## src/hw/rtl/ppe_pkg.sv

```systemverilog
// Shared types, constants and helpers for the particle pool engine.
// No dependencies; imported by ppe_mul, ppe_div and the top level.
package ppe_pkg;

  localparam int POOL_SIZE_DEF = 1024;

  localparam int MUL_AW = 34;
  localparam int MUL_BW = 18;
  localparam int MUL_PW = MUL_AW + MUL_BW;

  localparam logic [31:0] TWO_PI_Q   = 32'd411775;
  localparam logic [9:0]  ROT_RATE_Q = 10'd655;
  localparam logic [16:0] T_ONE      = 17'd65536;

  localparam logic [1:0] REQ_EMIT   = 2'd0;
  localparam logic [1:0] REQ_TICK   = 2'd1;
  localparam logic [1:0] REQ_RENDER = 2'd2;
  localparam logic [1:0] REQ_NONE   = 2'd3;

  localparam logic [3:0] REG_COLOR_BEGIN  = 4'd0;
  localparam logic [3:0] REG_COLOR_END    = 4'd1;
  localparam logic [3:0] REG_VEL_SPREAD_X = 4'd2;
  localparam logic [3:0] REG_VEL_SPREAD_Y = 4'd3;
  localparam logic [3:0] REG_SIZE_BEGIN   = 4'd4;
  localparam logic [3:0] REG_SIZE_SPREAD  = 4'd5;
  localparam logic [3:0] REG_SIZE_END     = 4'd6;
  localparam logic [3:0] REG_LIFETIME     = 4'd7;

  typedef struct packed {
    logic [1:0]         req_type;
    logic signed [31:0] spawn_x;
    logic signed [31:0] spawn_y;
    logic signed [31:0] vel_x;
    logic signed [31:0] vel_y;
    logic [15:0]        rand_vx;
    logic [15:0]        rand_vy;
    logic [15:0]        rand_rot;
    logic [15:0]        rand_size;
    logic [15:0]        dt;
    logic [9:0]         index;
  } req_t;

  typedef struct packed {
    logic               shown;
    logic signed [31:0] quad_x;
    logic signed [31:0] quad_y;
    logic signed [31:0] quad_size;
    logic signed [31:0] quad_angle;
    logic [7:0]         red;
    logic [7:0]         green;
    logic [7:0]         blue;
    logic [7:0]         alpha;
  } rsp_t;

  typedef struct packed {
    logic               active;
    logic signed [31:0] pos_x;
    logic signed [31:0] pos_y;
    logic signed [31:0] vel_x;
    logic signed [31:0] vel_y;
    logic [31:0]        angle;
    logic [31:0]        life_left;
    logic [31:0]        life_total;
    logic [31:0]        color_start;
    logic [31:0]        color_stop;
    logic signed [31:0] size_start;
    logic signed [31:0] size_stop;
  } slot_rec_t;

  localparam int REC_W = $bits(slot_rec_t);

  function automatic logic signed [31:0] sat32(input logic signed [36:0] x);
    logic signed [36:0] hi;
    logic signed [36:0] lo;
    hi = 37'sh007FFFFFFF;
    lo = -37'sh0080000000;
    if (x > hi) begin
      return 32'sh7FFFFFFF;
    end else if (x < lo) begin
      return 32'sh80000000;
    end
    return x[31:0];
  endfunction

endpackage

```

## src/hw/rtl/ppe_mul.sv

```systemverilog
// Shared signed multiplier with registered product, used by the emit, tick and render sequences.
// Depends on ppe_pkg for operand widths.
module ppe_mul import ppe_pkg::*; (
  input  logic                     clk,
  input  logic signed [MUL_AW-1:0] a,
  input  logic signed [MUL_BW-1:0] b,
  output logic signed [MUL_PW-1:0] p
);

  always_ff @(posedge clk) begin
    p <= a * b;
  end

endmodule

```

## config.mk

```make
export PLATFORM = sky130hd
export DESIGN_NAME = ppe_mul
export DESIGN_NICKNAME = d
export VERILOG_FILES = /design/src/hw/rtl/ppe_pkg.sv /design/src/hw/rtl/ppe_mul.sv
export SDC_FILE = /design/constraint.sdc
export NUM_CORES = 2
export LEC_CHECK = 0
export BUFFER_PORTS_ARGS = -buffer_cell sky130_fd_sc_hd__buf_2
export CAP_MARGIN = 20
export CORE_AREA = 2 2 218 177
export CTS_BUF_LIST = sky130_fd_sc_hd__clkbuf_4 sky130_fd_sc_hd__clkbuf_8 sky130_fd_sc_hd__clkbuf_16
export DETAILED_ROUTE_END_ITERATION = 12
export DIE_AREA = 0 0 220 179
export HOLD_SLACK_MARGIN = 0.08
export PLACE_DENSITY_LB_ADDON = 0.08
export SKIP_LAST_GASP = 1
export SYNTH_ARGS = -nofsm -noshare
export SYNTH_HDL_FRONTEND = slang
export SYNTH_SLANG_ARGS = --single-unit
```

## constraint.sdc

```tcl
create_clock -name clk -period 16.75 [get_ports clk]
set_input_delay 1.675 -clock clk [delete_from_list [all_inputs] [get_ports clk]]
set_output_delay 1.675 -clock clk [all_outputs]
set_load 0.02 [all_outputs]
```

==> metrics.yaml <==
status: "complete, no violations"
synth_top_area_cell: "fa_1"
synth_nets: 3193
antenna_found_initial: 2
cts_setup_buffers: 0
grt_use_total_pct: 31.0
synth_common_cells: "661 x inv_1, 585 x fa_1, 360 x nand2_1"
synth-edff-count: 0
setup_viol: 0
max_freq_mhz: 119
synthArstFlopShare_pct: 0
startpoint: "b[4]"
htreeDepth: 2
cts.clk_slew.worst_paths_ns: 0.10
ys_top_cells_by_area: "fa_1 53%, inv_1 11%, ha_1 7.1%"
grt_overflow: 0
ios: 105
fp-row-count: 64
drc: 0
hold_violations: 0
cts_tree: "done"
die_x_um: 220
cts_hold_buf: 0
min_period_over_period_pct: 50.0
cts_root_buffer: "clkbuf_16"
setup_tns_ns: 0
die_area_um2: 39400
slew-limit-headroom_pct: 36.3
cp-end-kind: "flop"
core_um2: 37500
ys_warn_count: 0
place_congestion: 0.883
setup_ws_ns: 8.38
largest_register: "p"
portBuffers: 104
dp_hpwl_um: 44900
rsz0062_at_grt: "no"
synth.cell_area_um2: 22100
cts_resized: 0
clockBufferDepth: 2
place_ws_ns: 7.94
drive_gt1_share_pct: 5.74
ys_ff_latch: 52
min_path_cells: 2
numCtsBuffers: 5
yosysMostFrequentCell: "inv_1"
nets: 3199
first_pass_iters: 5
route.detailed.wl_per_inst_um: 18.9
critPathArrivalTime_ns: 8.66
cts_sinks: 52
drtAntennaViolNets: 0
cap_violations: 0
drv_slew: 0
grt_first_pass_wirelength_um: 92000
worst_pin_slew_ns: 0.951
synth_top_area_share_pct: 53.0
grt_pass1_vias: 17200
synth_flop_cell: "dfxtp_1"
worstHoldStart: "a[0]"
die_h_um: 179
viasPerCell: 5.34
yosysUniqueCellTypes: 55
reg.largest.list: "p x52"
hold_class: "primary input to flop"
holdWs_ns: 1.82
drt_iter0_markers: 918
synth_cells: 2430
cp-start-kind: "primary input"
critPathKind: "primary input to flop"
cp_max_fo: 34
drt_wl_total_um: 55300
critical_path_required_ns: 17.04
vias: 15700
worstHoldEndpoint: "p[0]"
initial_utilization_pct: 58.9
syn_area_per_cell_um2: 9.09
fin_crit_ns: 8.37
grt_max_degree: 35
syn2layout_area_growth_pct: 4.12
largest_register_ffs: 52
yosysSeqAreaShare_pct: 4.71
[cells by family (layout without fill, tap and decap cells)]
group,Yosys count,after routing,synth area share [%]
buffers and inverters,772,779,13.2
xor gates and xnor gates,55,55,2.18
adders and majority gates,710,710,60.1
AOI/OAI and AO/OA,145,145,4.64
DFF,52,52,4.71
and+or+nand+nor,696,696,15.2
other,0,2,0
[area by class of cell]
cell class | instances | area (um2)
multi-input cells | 1606 | 18100
fillers | 3317 | 14500
inverters | 661 | 2480
flip-flops and latches | 52 | 1040
well taps | 495 | 619
repair buffers | 110 | 566
clock buffers | 5 | 125
clock inverters | 3 | 21.3
diodes | 2 | 5.00
[per-stage QoR]
step | instances | instance area, um2 | util [%]
floorplan | 2430 | 22100 | -
global placement | 2924 | 22800 | 61.0
detailed placement | 2924 | 22800 | 61.0
CTS | 2932 | 23000 | 61.4
global route | 2932 | 23000 | 61.4
finish | 2934 | 23000 | 61.4
[per-layer routing]
metal  GRT usage (%)  vias up  wire, um
li1                -     6916         -
met1            44.5     8161     24300
met2            48.2      506     25100
met3            7.26       82      4760
met4            7.10        0      1170
met5               0        -         0
[cells in the final DEF, fill, tap and decap left out, drive strengths merged, types with 4 or more instances in the layout]
cell type,netlist,routed
nand4,9,9
a21o,34,34
a31oi,7,7
nor3,7,7
dfxtp,52,52
buf,2,110
a21oi,42,42
clkbuf,109,5
xnor2,40,40
and3,10,10
nand2b,8,8
ha,125,125
xor2,15,15
nor2b,10,10
fa,585,585
o21bai,8,8
and2,241,241
inv,661,662
o31ai,4,4
nand3,4,4
nand2,361,361
o21ai,24,24
nor2,40,40
[worst max-delay path, stage by stage]
cell and delay [ns]:
buf_2 0.56, nand2_1 0.16, fa_1 0.53, fa_1 0.59, fa_1 0.46, fa_1 0.54
inv_1 0.05, fa_1 0.47, inv_1 0.05, fa_1 0.48, inv_1 0.04, ha_1 0.32
and2_4 0.19, a32o_1 0.27, o2111ai_2 0.27, nand2_1 0.16, a31oi_1 0.80, o21ai_1 0.37
a211o_1 0.34, a21oi_1 0.17, xnor2_1 0.13
[worst max path at each step]
stage / to / slack, ns / cells after the start
6_report: p[50] / 8.38 / 21
5_1_grt: p[50] / 7.84 / 21
4_1_cts: p[50] / 8.29 / 21
3_5_place_dp: p[50] / 7.94 / 21
3_3_place_gp: p[50] / 8.06 / 21
2_1_floorplan: p[50] / 9.29 / 23
Power is not shown: default switching activity piles up to over one toggle a cycle in this logic, so the estimate is an artifact.
