**config.mk**
```make
export PLATFORM = sky130hd
export DESIGN_NAME = ppe_div
export DESIGN_NICKNAME = d
export VERILOG_FILES = /design/src/hw/rtl/ppe_pkg.sv /design/src/hw/rtl/ppe_div.sv
export SDC_FILE = /design/constraint.sdc
export NUM_CORES = 1
export LEC_CHECK = 0
export ABC_AREA = 1
export BUFFER_PORTS_ARGS = -buffer_cell sky130_fd_sc_hd__buf_2
export CORE_ASPECT_RATIO = 0.6
export CORE_MARGIN = 2
export CORE_UTILIZATION = 30
export CTS_CLUSTER_SIZE = 28
export DETAILED_ROUTE_END_ITERATION = 16
export PLACE_DENSITY = 0.56
export SETUP_SLACK_MARGIN = 0.15
export SLEW_MARGIN = 20
export SYNTH_ARGS = -nofsm -noshare
export SYNTH_HDL_FRONTEND = slang
export SYNTH_SLANG_ARGS = --single-unit
```
**constraint.sdc**
```tcl
create_clock -name clk -period 4.45 [get_ports clk]
set_input_delay 0.89 -clock clk [delete_from_list [all_inputs] [get_ports clk]]
set_output_delay 0.89 -clock clk [all_outputs]
set_load 0.01 [all_outputs]
```
**src/hw/rtl/ppe_pkg.sv**
```systemverilog
// Shared types, constants and helpers for the particle pool engine.
// No dependencies; imported by ppe_mul, ppe_div and the top level.
package ppe_pkg;

  localparam int POOL_SIZE_DEF = 1024;

  localparam int MUL_AW = 34;
  localparam int MUL_BW = 18;
  localparam int MUL_PW = MUL_AW + MUL_BW;

  localparam logic [31:0] TWO_PI_Q   = 32'd411775;
  localparam logic [9:0]  ROT_RATE_Q = 10'd655;
  localparam logic [16:0] T_ONE      = 17'd65536;

  localparam logic [1:0] REQ_EMIT   = 2'd0;
  localparam logic [1:0] REQ_TICK   = 2'd1;
  localparam logic [1:0] REQ_RENDER = 2'd2;
  localparam logic [1:0] REQ_NONE   = 2'd3;

  localparam logic [3:0] REG_COLOR_BEGIN  = 4'd0;
  localparam logic [3:0] REG_COLOR_END    = 4'd1;
  localparam logic [3:0] REG_VEL_SPREAD_X = 4'd2;
  localparam logic [3:0] REG_VEL_SPREAD_Y = 4'd3;
  localparam logic [3:0] REG_SIZE_BEGIN   = 4'd4;
  localparam logic [3:0] REG_SIZE_SPREAD  = 4'd5;
  localparam logic [3:0] REG_SIZE_END     = 4'd6;
  localparam logic [3:0] REG_LIFETIME     = 4'd7;

  typedef struct packed {
    logic [1:0]         req_type;
    logic signed [31:0] spawn_x;
    logic signed [31:0] spawn_y;
    logic signed [31:0] vel_x;
    logic signed [31:0] vel_y;
    logic [15:0]        rand_vx;
    logic [15:0]        rand_vy;
    logic [15:0]        rand_rot;
    logic [15:0]        rand_size;
    logic [15:0]        dt;
    logic [9:0]         index;
  } req_t;

  typedef struct packed {
    logic               shown;
    logic signed [31:0] quad_x;
    logic signed [31:0] quad_y;
    logic signed [31:0] quad_size;
    logic signed [31:0] quad_angle;
    logic [7:0]         red;
    logic [7:0]         green;
    logic [7:0]         blue;
    logic [7:0]         alpha;
  } rsp_t;

  typedef struct packed {
    logic               active;
    logic signed [31:0] pos_x;
    logic signed [31:0] pos_y;
    logic signed [31:0] vel_x;
    logic signed [31:0] vel_y;
    logic [31:0]        angle;
    logic [31:0]        life_left;
    logic [31:0]        life_total;
    logic [31:0]        color_start;
    logic [31:0]        color_stop;
    logic signed [31:0] size_start;
    logic signed [31:0] size_stop;
  } slot_rec_t;

  localparam int REC_W = $bits(slot_rec_t);

  function automatic logic signed [31:0] sat32(input logic signed [36:0] x);
    logic signed [36:0] hi;
    logic signed [36:0] lo;
    hi = 37'sh007FFFFFFF;
    lo = -37'sh0080000000;
    if (x > hi) begin
      return 32'sh7FFFFFFF;
    end else if (x < lo) begin
      return 32'sh80000000;
    end
    return x[31:0];
  endfunction

endpackage

```
**src/hw/rtl/ppe_div.sv**
```systemverilog
// Restoring divider for the life ratio: floor(65536 * num / den), clamped to 65536.
// One quotient bit per cycle; depends on ppe_pkg.
module ppe_div import ppe_pkg::*; (
  input  logic        clk,
  input  logic        rst,
  input  logic        start,
  input  logic [31:0] num,
  input  logic [31:0] den,
  output logic        done,
  output logic [16:0] quot
);

  logic        running;
  logic [4:0]  cnt;
  logic [31:0] rem;
  logic [31:0] dsr;
  logic [32:0] shifted;

  assign shifted = {rem, 1'b0};
  assign done = running && (cnt == 5'd0);

  always_ff @(posedge clk) begin
    if (rst) begin
      running <= 1'b0;
      cnt     <= 5'd0;
    end else if (start) begin
      running <= 1'b1;
      dsr     <= den;
      if (num >= den) begin
        quot <= T_ONE;
        cnt  <= 5'd0;
      end else begin
        rem  <= num;
        quot <= 17'd0;
        cnt  <= 5'd16;
      end
    end else if (running) begin
      if (cnt == 5'd0) begin
        running <= 1'b0;
      end else begin
        cnt <= cnt - 5'd1;
        if (shifted >= {1'b0, dsr}) begin
          rem  <= 32'(shifted - {1'b0, dsr});
          quot <= {quot[15:0], 1'b1};
        end else begin
          rem  <= shifted[31:0];
          quot <= {quot[15:0], 1'b0};
        end
      end
    end
  end

endmodule

```
==> run summary, run 1 <==
met3 usage in global routing = 0.0479
pin count of the biggest net entering global routing = 37
#FFs+latches synth = 87
CTS tree = yes
Yosys warnings = 0
most frequent cells in the layout = 371 x nand2_1, 230 x inv_1, 84 x buf_2
status = finished clean
initial core utilization = 0.310
final slew viol count = 0
GRT met2 Usage = 0.222
Slew headroom = 0.623
max-cap violations = 0
vias in the first global route = 6180
pwr/cell area = 311 mW/mm2
Hold-fix buffers, CTS = 0
WP data required = 4.46 ns
Synth Instances = 1050
Avg Inst Size Synth = 6.90 um2
Synth cell types = 32
Most Crowded Layer GR = met1
die footprint = 0.0255 mm2
Period Utilization, post-route = 0.672
Crit Path Class = in -> reg
Area growth, synth to finish = 14.8%
num ports = 85
Synthesized Nets = 1184
# DRC = 0
peak supply drop = 196 uV
Clk pin slew, worst setup/hold paths = 0.07 ns
DR vias/cell = 4.54
initial antenna violation count = 0
clk root buf = clkbuf_16
HP Class = reg -> reg
synthesized area = 0.00725 mm2
GR Util All Layers = 0.180
ANT cells = 0
routed vias = 6611
count of buffers from port buffering = 84
Clock Latency Late Sink = 0.37 ns
Crit. End Element = register
Detailed Place HPWL = 17700 um
minimum clock period = 2.99 ns
CTS Buf Count = 9
router iterations before antenna repair = 7
Die H = 124 um
Nets = 1270
Num Clock Sinks = 87
Resize count post-CTS = 0
Die Wd = 205 um
fillers = 2555
Post-Route Setup TNS = 0 ns
DR WL/cell = 15.2 um
Overall Power = 2.58 mW
area of the core = 0.0234 mm2
sequential share of the synthesized area = 0.352
post-CTS setup buffers = 0
RSZ-0062 raised after global routing = no
Clock Path Buffers = 2
# H-tree levels = 3
Fmax = 0.335 GHz
Clock Skews = 0.0115 ns
Slew @ Worst Pin = 0.561 ns
first-pass GRT wire length = 35000 um
DRT Wirelength = 22100 um
global route overflow = 0
met1 Track Usage GR = 0.302
Data arrival, critical path = 3.00 ns
antenna-violating nets left = 0
final hold viol count = 0
Final Setup Violations = 0
layout cells sized above 1 = 0.112
Worst setup SP type = input port
First DRT Iteration DRCs = 440
leak pwr = 4.51 nW
GP Congestion = 0.965
most common cell after layout, fill and taps aside = nand2_1
std cell rows = 43
CP max FO = 32
## cell families after synthesis
group | share of synthesized area
compound gates | 0.0411
xor+xnor | 0.0193
fa+ha+maj | 0.117
buf+inv | 0.135
flops | 0.352
simple gates | 0.336
## worst max-delay path, stage by stage
cell and delay [ns]:
buf_2 0.11, ha_1 0.30, nand2_1 0.18, o21ai_0 0.26
a21oi_1 0.31, nand2_1 0.16, nand2_1 0.10, nand2_1 0.05
nand2_1 0.07, nand2_1 0.06, nor2_2 0.07, buf_4 0.41
## power breakdown
| group | switching, mW | internal [mW] | leakage, nW |
|---|---|---|---|
| logic | 0.536 | 0.284 | 3.55 |
| clock network | 0.377 | 0.392 | 0.141 |
| registers | 0.0260 | 0.969 | 0.814 |
| total | 0.939 | 1.65 | 4.51 |
## per-layer routing
metal / share of wire / vias up
li1: - / 3431
met5: 0 / -
met3: 0.065 / 14
met4: 0.0070 / 0
met1: 0.59 / 3000
met2: 0.34 / 166
## synth_stat cells
cell / n / area [um2]
buf_2: 5 / 25.0
nand4_1: 10 / 62.6
a21oi_2: 1 / 8.76
inv_1: 230 / 863
or2_2: 3 / 18.8
buf_6: 4 / 45.0
xor2_1: 3 / 26.3
a21oi_1: 37 / 185
nand3_2: 1 / 10.0
edfxtp_1: 81 / 2430
o21bai_1: 3 / 22.5
nand2_2: 3 / 18.8
and2_1: 5 / 31.3
nand3b_1: 25 / 188
nor2_2: 6 / 37.5
fa_1: 1 / 20.0
o21a_1: 4 / 30.0
o21ai_0: 9 / 45.0
buf_1: 3 / 11.3
nor3_1: 5 / 25.0
xnor2_1: 13 / 114
ha_1: 66 / 826
inv_2: 2 / 7.51
nor4_1: 2 / 12.5
nand2_1: 371 / 1390
dfxtp_1: 6 / 120
buf_4: 1 / 7.51
clkbuf_1: 5 / 18.8
o22ai_1: 1 / 6.26
nand3_1: 70 / 350
nor2_1: 73 / 274
nand2_4: 1 / 11.3
## final timing paths
kind | from | endpoint | slack, ns | cells after the start
min | cnt[0] | cnt[0] | 0.47 | 2
max reg2reg | rem[15] | rem[4] | 1.56 | 13
max | num[15] | rem[11] | 1.46 | 12
min reg2reg | cnt[0] | cnt[0] | 0.47 | 2
## cell type report
class	instances	area (um2)	share of cell area
clock inverters	7	61.3	0.00737
inverters	232	871	0.105
multi-input cells	713	3730	0.448
clock buffers	9	225	0.0271
flip-flops and latches	87	2550	0.307
well taps	315	394	0.0474
repair buffers	93	488	0.0587
## through the flow
| step | setup slack [ns] | area, um2 | utilization | std cells | hold slack [ns] |
|---|---|---|---|---|---|
| after CTS | 1.47 | 8320 | 0.355 | 1456 | 0.470 |
| after global placement | 1.06 | 8030 | 0.343 | 1440 | 0.455 |
| after detailed placement | 1.09 | 8030 | 0.343 | 1440 | 0.459 |
| final | 1.46 | 8320 | 0.355 | 1456 | 0.468 |
| after global routing | 1.29 | 8320 | 0.355 | 1456 | 0.484 |
| after floorplan | 0.816 | 7250 | - | 1050 | 0.445 |
## flip-flops by register name, summed over array words and instances (netlist names)
signal / cells
rem: 32
dsr: 32
running: 1
cnt: 5
quot: 17
Note: power is estimated with default switching activity, not from simulation.
==> run 2: changes to the inputs <==
==> constraint.sdc (replaced) <==
create_clock -name clk -period 2.95 [get_ports clk]
set_input_delay 0.59 -clock clk [delete_from_list [all_inputs] [get_ports clk]]
set_output_delay 0.59 -clock clk [all_outputs]
set_load 0.01 [all_outputs]
==> run 2 against run 1 <==
Compared with the run above: register-to-register slack lost 1.3 ns; die area stayed put; clock power grew 57%; via count is 0.61% higher; final cell count up 0.55%; routed wire length up 2.9%; clock skew hardly changed; total power grew 55%; first-iteration DRC count grew 10%; count of clock-buffer cells in the layout grew 1; combinational power up 57%; setup slack got worse by 1.2 ns.
==> run summary, run 2 (synthesis results as in run 1) <==
Fmax = 0.371 GHz
Worst setup SP type = register
status = finished clean
Pint = 2.58 mW (+57%)
Final Setup Violations = 0 (unchanged)
Slew @ Worst Pin = 0.589 ns (+0.0280 ns)
final hold viol count = 0 (unchanged)
CTS Buf Count = 9 (unchanged)
final slew viol count = 0 (unchanged)
num ports = 85 (unchanged)
Gate power share = 0.323 (+0.006)
most frequent cells in the layout = 370 x nand2_1, 230 x inv_1, 84 x buf_2
GR Util All Layers = 0.185 (+0.00481)
max-cap violations = 0 (unchanged)
DRT Wirelength = 22700 um (+2.9%)
clk root buf = clkbuf_16
WP data required = 3.09 ns (-1.37 ns)
leak pwr = 4.60 nW (+2.0%)
ANT cells = 0 (unchanged)
HP Class = in -> reg
Num Clock Sinks = 87 (unchanged)
Hold-fix buffers, CTS = 0 (unchanged)
layout cells sized above 1 = 0.119 (+0.00705)
first-pass GRT wire length = 35100 um (+0.37%)
Clock Latency Late Sink = 0.38 ns (about the same)
Clk pin slew, worst setup/hold paths = 0.07 ns (about the same)
antenna-violating nets left = 0 (unchanged)
Die Wd = 205 um (unchanged)
Worst Slack Setup Final = 0.254 ns (-1.21 ns)
pin count of the biggest net entering global routing = 35 (-5.4%)
global route overflow = 0 (unchanged)
vias in the first global route = 6202 (+0.36%)
share of power burned in registers = 0.375 (-0.010)
Switching Power = 1.41 mW (+51%)
initial core utilization = 0.310 (unchanged)
Area growth, synth to finish = 17.2%
setup slack at placement = -0.0745 ns (-1.17 ns)
pwr/cell area = 471 mW/mm2 (+52%)
top flop regs = dsr x32, rem x32, quot x17
most common cell after layout, fill and taps aside = nand2_1
Post-Route Setup TNS = 0 ns (unchanged)
routed vias = 6651 (+0.61%)
CP max FO = 21 (-34%)
CTS tree = yes
Crit Path Class = reg -> reg
Data arrival, critical path = 2.83 ns (-0.17 ns)
Crit. End Element = register
sw frac = 0.354 (-0.00976)
std cell rows = 43 (unchanged)
Die H = 124 um (unchanged)
die footprint = 0.0255 mm2 (unchanged)
router iterations before antenna repair = 5 (-2)
initial antenna violation count = 0 (unchanged)
minimum clock period = 2.70 ns
GP Congestion = 0.952 (-1.4%)
Period Utilization, post-route = 0.914
# DRC = 0 (unchanged)
Nets = 1278 (+0.63%)
RSZ-0062 raised after global routing = no
Detailed Place HPWL = 18600 um (+5.3%)
count of buffers from port buffering = 84 (unchanged)
Clock Skews = 0.0118 ns (+0.000233 ns)
area of the core = 0.0234 mm2 (unchanged)
Slew headroom = 0.604 (-0.0185)
peak supply drop = 250 uV (+27%)
Clock Path Buffers = 2 (unchanged)
# H-tree levels = 3 (unchanged)
DR vias/cell = 4.54 (about the same)
DR WL/cell = 15.5 um (+2.3%)
First DRT Iteration DRCs = 486 (+10%)
Clk pwr share = 0.301 (+0.003)
run 2: area by class of cell:
cell class              count  area, um2
fillers                  2577      14900
inverters                 232        871
multi-input cells         713       3750
clock buffers              10        229
flip-flops and latches     87       2550
clock inverters             6       65.1
well taps                 315        394
repair buffers            101        636
run 2: critical path: stages, from the launching register on:
cell and delay (ns):
edfxtp_1 0.43, ha_1 0.43, nand2_1 0.12, nand2_1 0.07, nand2_1 0.06, nand2_1 0.08
nand2_1 0.07, nand2_1 0.07, nand2_1 0.07, nand2_1 0.16, nor2_4 0.20, buf_8 0.22
nand3b_1 0.21, nand3_1 0.19, nand2_1 0.06
run 2: final timing paths:
check / slack, ns / endpoint / depth (start not counted) / start
worst max-delay path: 0.25 / rem[16] / 14 / rem[17]
worst min-delay path: 0.40 / dsr[6] / 1 / den[6]
worst max register to register: 0.25 / rem[16] / 14 / rem[17]
worst min register to register: 0.47 / cnt[0] / 2 / cnt[0]
run 2: stage by stage:
stage	power (mW)	cell area (um2)	hold slack [ns]	std cells	utilization
floorplan	2.37	7250	0.445	1050	-
global placement	2.79	8150	0.455	1447	0.348
detailed placement	2.79	8150	0.457	1447	0.348
CTS	4.02	8440	0.371	1463	0.361
global route	4.25	8490	0.380	1464	0.363
finish	4.00	8490	0.397	1464	0.363
run 2: what timing repair did:
item                                    in CTS  in global routing
gates resized for setup                      0                  7
setup buffers                                0                  0
endpoints found under the setup margin       0                  4
run 2: power by group through the flow:
stage / Sequential, mW / Clock, mW / Combinational [mW]
after floorplan: 1.52 / 0 / 0.852
after global placement: 1.52 / 0 / 1.27
after detailed placement: 1.53 / 0 / 1.27
after CTS: 1.50 / 1.25 / 1.27
after global routing: 1.51 / 1.28 / 1.46
final: 1.50 / 1.21 / 1.29
run 2: metal layers:
| metal | vias to the layer above | part of all wire | GRT usage |
|---|---|---|---|
| met5 | - | 0 | 0 |
| met4 | 0 | 0.0081 | 0.0396 |
| met3 | 12 | 0.060 | 0.0432 |
| met2 | 160 | 0.34 | 0.219 |
| met1 | 3042 | 0.59 | 0.315 |
| li1 | 3437 | - | - |
==> run 3: changes to the inputs <==
--- a/config.mk
+++ b/config.mk
@@ -8,7 +8,7 @@
 export ABC_AREA = 1
 export BUFFER_PORTS_ARGS = -buffer_cell sky130_fd_sc_hd__buf_2
 export CORE_ASPECT_RATIO = 0.6
-export CORE_MARGIN = 2
+export CORE_MARGIN = 1
 export CORE_UTILIZATION = 30
 export CTS_CLUSTER_SIZE = 28
 export DETAILED_ROUTE_END_ITERATION = 16
==> run 3 against run 2 <==
Compared with the run above: cell area down 0.59%; combinational power about the same; clock skew up 0.0035 ns; clock power down 5%; count of clock-buffer cells in the layout down 1; fmax up 1.3%; sequential cell count unchanged.
==> run summary, run 3 (synthesis results as in run 1) <==
status = finished clean
CTS Buf Count = 9 (unchanged)
Data arrival, critical path = 2.78 ns (-0.05 ns)
worst reg2reg path depth = 14 (unchanged)
Clk pin slew, worst setup/hold paths = 0.08 ns (about the same)
first-pass GRT wire length = 34600 um (-1.6%)
# DRC = 0 (unchanged)
pin count of the biggest net entering global routing = 33 (-5.7%)
post-CTS setup buffers = 0 (unchanged)
router iterations before antenna repair = 5 (unchanged)
leak pwr = 4.57 nW (-0.72%)
DRT Wirelength = 22300 um (-1.9%)
Register Area = 0.00255 mm2 (unchanged)
Clock Path Buffers = 2 (unchanged)
num ports = 85 (unchanged)
WP data required = 3.07 ns (-0.02 ns)
Post-Route Setup TNS = 0 ns (unchanged)
routed vias = 6590 (-0.92%)
global route overflow = 0 (unchanged)
most common cell after layout, fill and taps aside = nand2_1
pwr/cell area = 466 mW/mm2 (-0.97%)
reg2reg end = rem[30]
final hold viol count = 0 (unchanged)
RSZ-0062 raised after global routing = no
most frequent cells in the layout = 370 x nand2_1, 230 x inv_1, 84 x buf_2
CTS tree = yes
std cell rows = 43 (unchanged)
CP max FO = 10 (-52%)
DR WL/cell = 15.2 um (-1.9%)
layout cells sized above 1 = 0.119 (unchanged)
hold_sp = den[24]
GR Util All Layers = 0.187 (+0.00203)
Worst setup SP type = register
Slew headroom = 0.580 (-0.0247)
Fmax = 0.376 GHz (+1.3%)
final slew viol count = 0 (unchanged)
Clock Skews = 0.0153 ns (+0.00353 ns)
post-layout util = 0.361 (-0.00214)
initial antenna violation count = 0 (unchanged)
Area growth, synth to finish = 16.5%
clk root buf = clkbuf_16
Num Clock Sinks = 87 (unchanged)
Crit. End Element = register
First DRT Iteration DRCs = 683 (+41%)
Slew @ Worst Pin = 0.629 ns (+0.0404 ns)
fillers = 2556 (-0.81%)
die footprint = 0.0248 mm2 (-2.6%)
minimum clock period = 2.66 ns (-0.0345 ns)
R2R Setup Slk = 0.29 ns (+0.03 ns)
hold-critical path depth = 1 (unchanged)
Period Utilization, post-route = 0.902 (-0.0117)
initial core utilization = 0.310 (unchanged)
peak supply drop = 239 uV (-4.5%)
Final Setup Violations = 0 (unchanged)
RR Startpoint = rem[15]
Clock Latency Late Sink = 0.37 ns (about the same)
antenna-violating nets left = 0 (unchanged)
count of buffers from port buffering = 84 (unchanged)
ANT cells = 0 (unchanged)
Die Wd = 203 um (-0.98%)
Nets = 1278 (unchanged)
DR vias/cell = 4.50 (-0.92%)
Crit Path Class = reg -> reg
Detailed Place HPWL = 18400 um (-1.0%)
area of the core = 0.0234 mm2 (unchanged)
Hold EP = dsr[24]
Die H = 122 um (-1.6%)
# H-tree levels = 3 (unchanged)
max-cap violations = 0 (unchanged)
vias in the first global route = 6164 (-0.61%)
GP Congestion = 0.944 (-0.83%)
HP Class = in -> reg
area taken by multi-input logic gates = 0.00373 mm2 (-0.37%)
top flop regs = dsr x32, rem x32, quot x17
run 3: where the power goes:
part           internal (mW)  total, mW  switching (mW)
Combinational          0.458       1.28           0.826
Sequential              1.46       1.50          0.0377
Clock                  0.590       1.15           0.562
Total                   2.51       3.94            1.43
run 3: layout make-up:
type,instances,share of cell area
tap,315,0.0467
inverter,232,0.103
clock buffer,9,0.0267
multi-input combinational,713,0.442
clock inverter,7,0.00741
sequential,87,0.302
timing repair buffer,101,0.0717
run 3: timing repair:
action	in CTS	in global routing
gates resized for setup	0	4
endpoints found under the hold margin	0	0
setup endpoints to repair	0	9
hold buffers	0	0
run 3: how the worst max path moves through the flow:
stage	startpoint	to	slack [ns]	depth (start not counted)
floorplan	den[29]	rem[0]	0.15	11
global placement	num[29]	rem[12]	0.03	12
detailed placement	num[29]	rem[12]	0.06	12
CTS	rem[15]	rem[30]	0.34	14
global route	rem[19]	quot[0]	0.18	14
finish	rem[15]	rem[30]	0.29	14
run 3: worst max-delay path, stage by stage, from the launching register on:
cell,delay (ns)
edfxtp_1,0.50
ha_1,0.44
buf_4,0.16
nand2_1,0.09
nor2_1,0.18
nand2_1,0.12
nor2_2,0.14
nand2_1,0.08
nor2_2,0.10
nor2_2,0.07
nand2_4,0.12
buf_12,0.14
nand3_1,0.13
nand2_1,0.10
nand2_1,0.04
run 3: layer usage:
metal	track usage	part of all wire	wire [um]	vias to the layer above
met2	0.229	0.34	7650	138
li1	-	-	-	3438
met5	0	0	0	-
met4	0.0338	0.0074	164	0
met3	0.0382	0.058	1300	13
met1	0.315	0.59	13200	3001
run 3: metrics by stage:
step / hold WS [ns] / worst slack, ns / instance area (um2) / std cells / power (mW)
3_5_place_dp: 0.462 / 0.0597 / 8140 / 1448 / 2.79
6_report: 0.402 / 0.289 / 8440 / 1464 / 3.94
3_3_place_gp: 0.455 / 0.0309 / 8140 / 1448 / 2.78
5_1_grt: 0.393 / 0.175 / 8440 / 1464 / 4.18
2_1_floorplan: 0.445 / 0.152 / 7250 / 1050 / 2.37
4_1_cts: 0.393 / 0.338 / 8430 / 1464 / 3.95
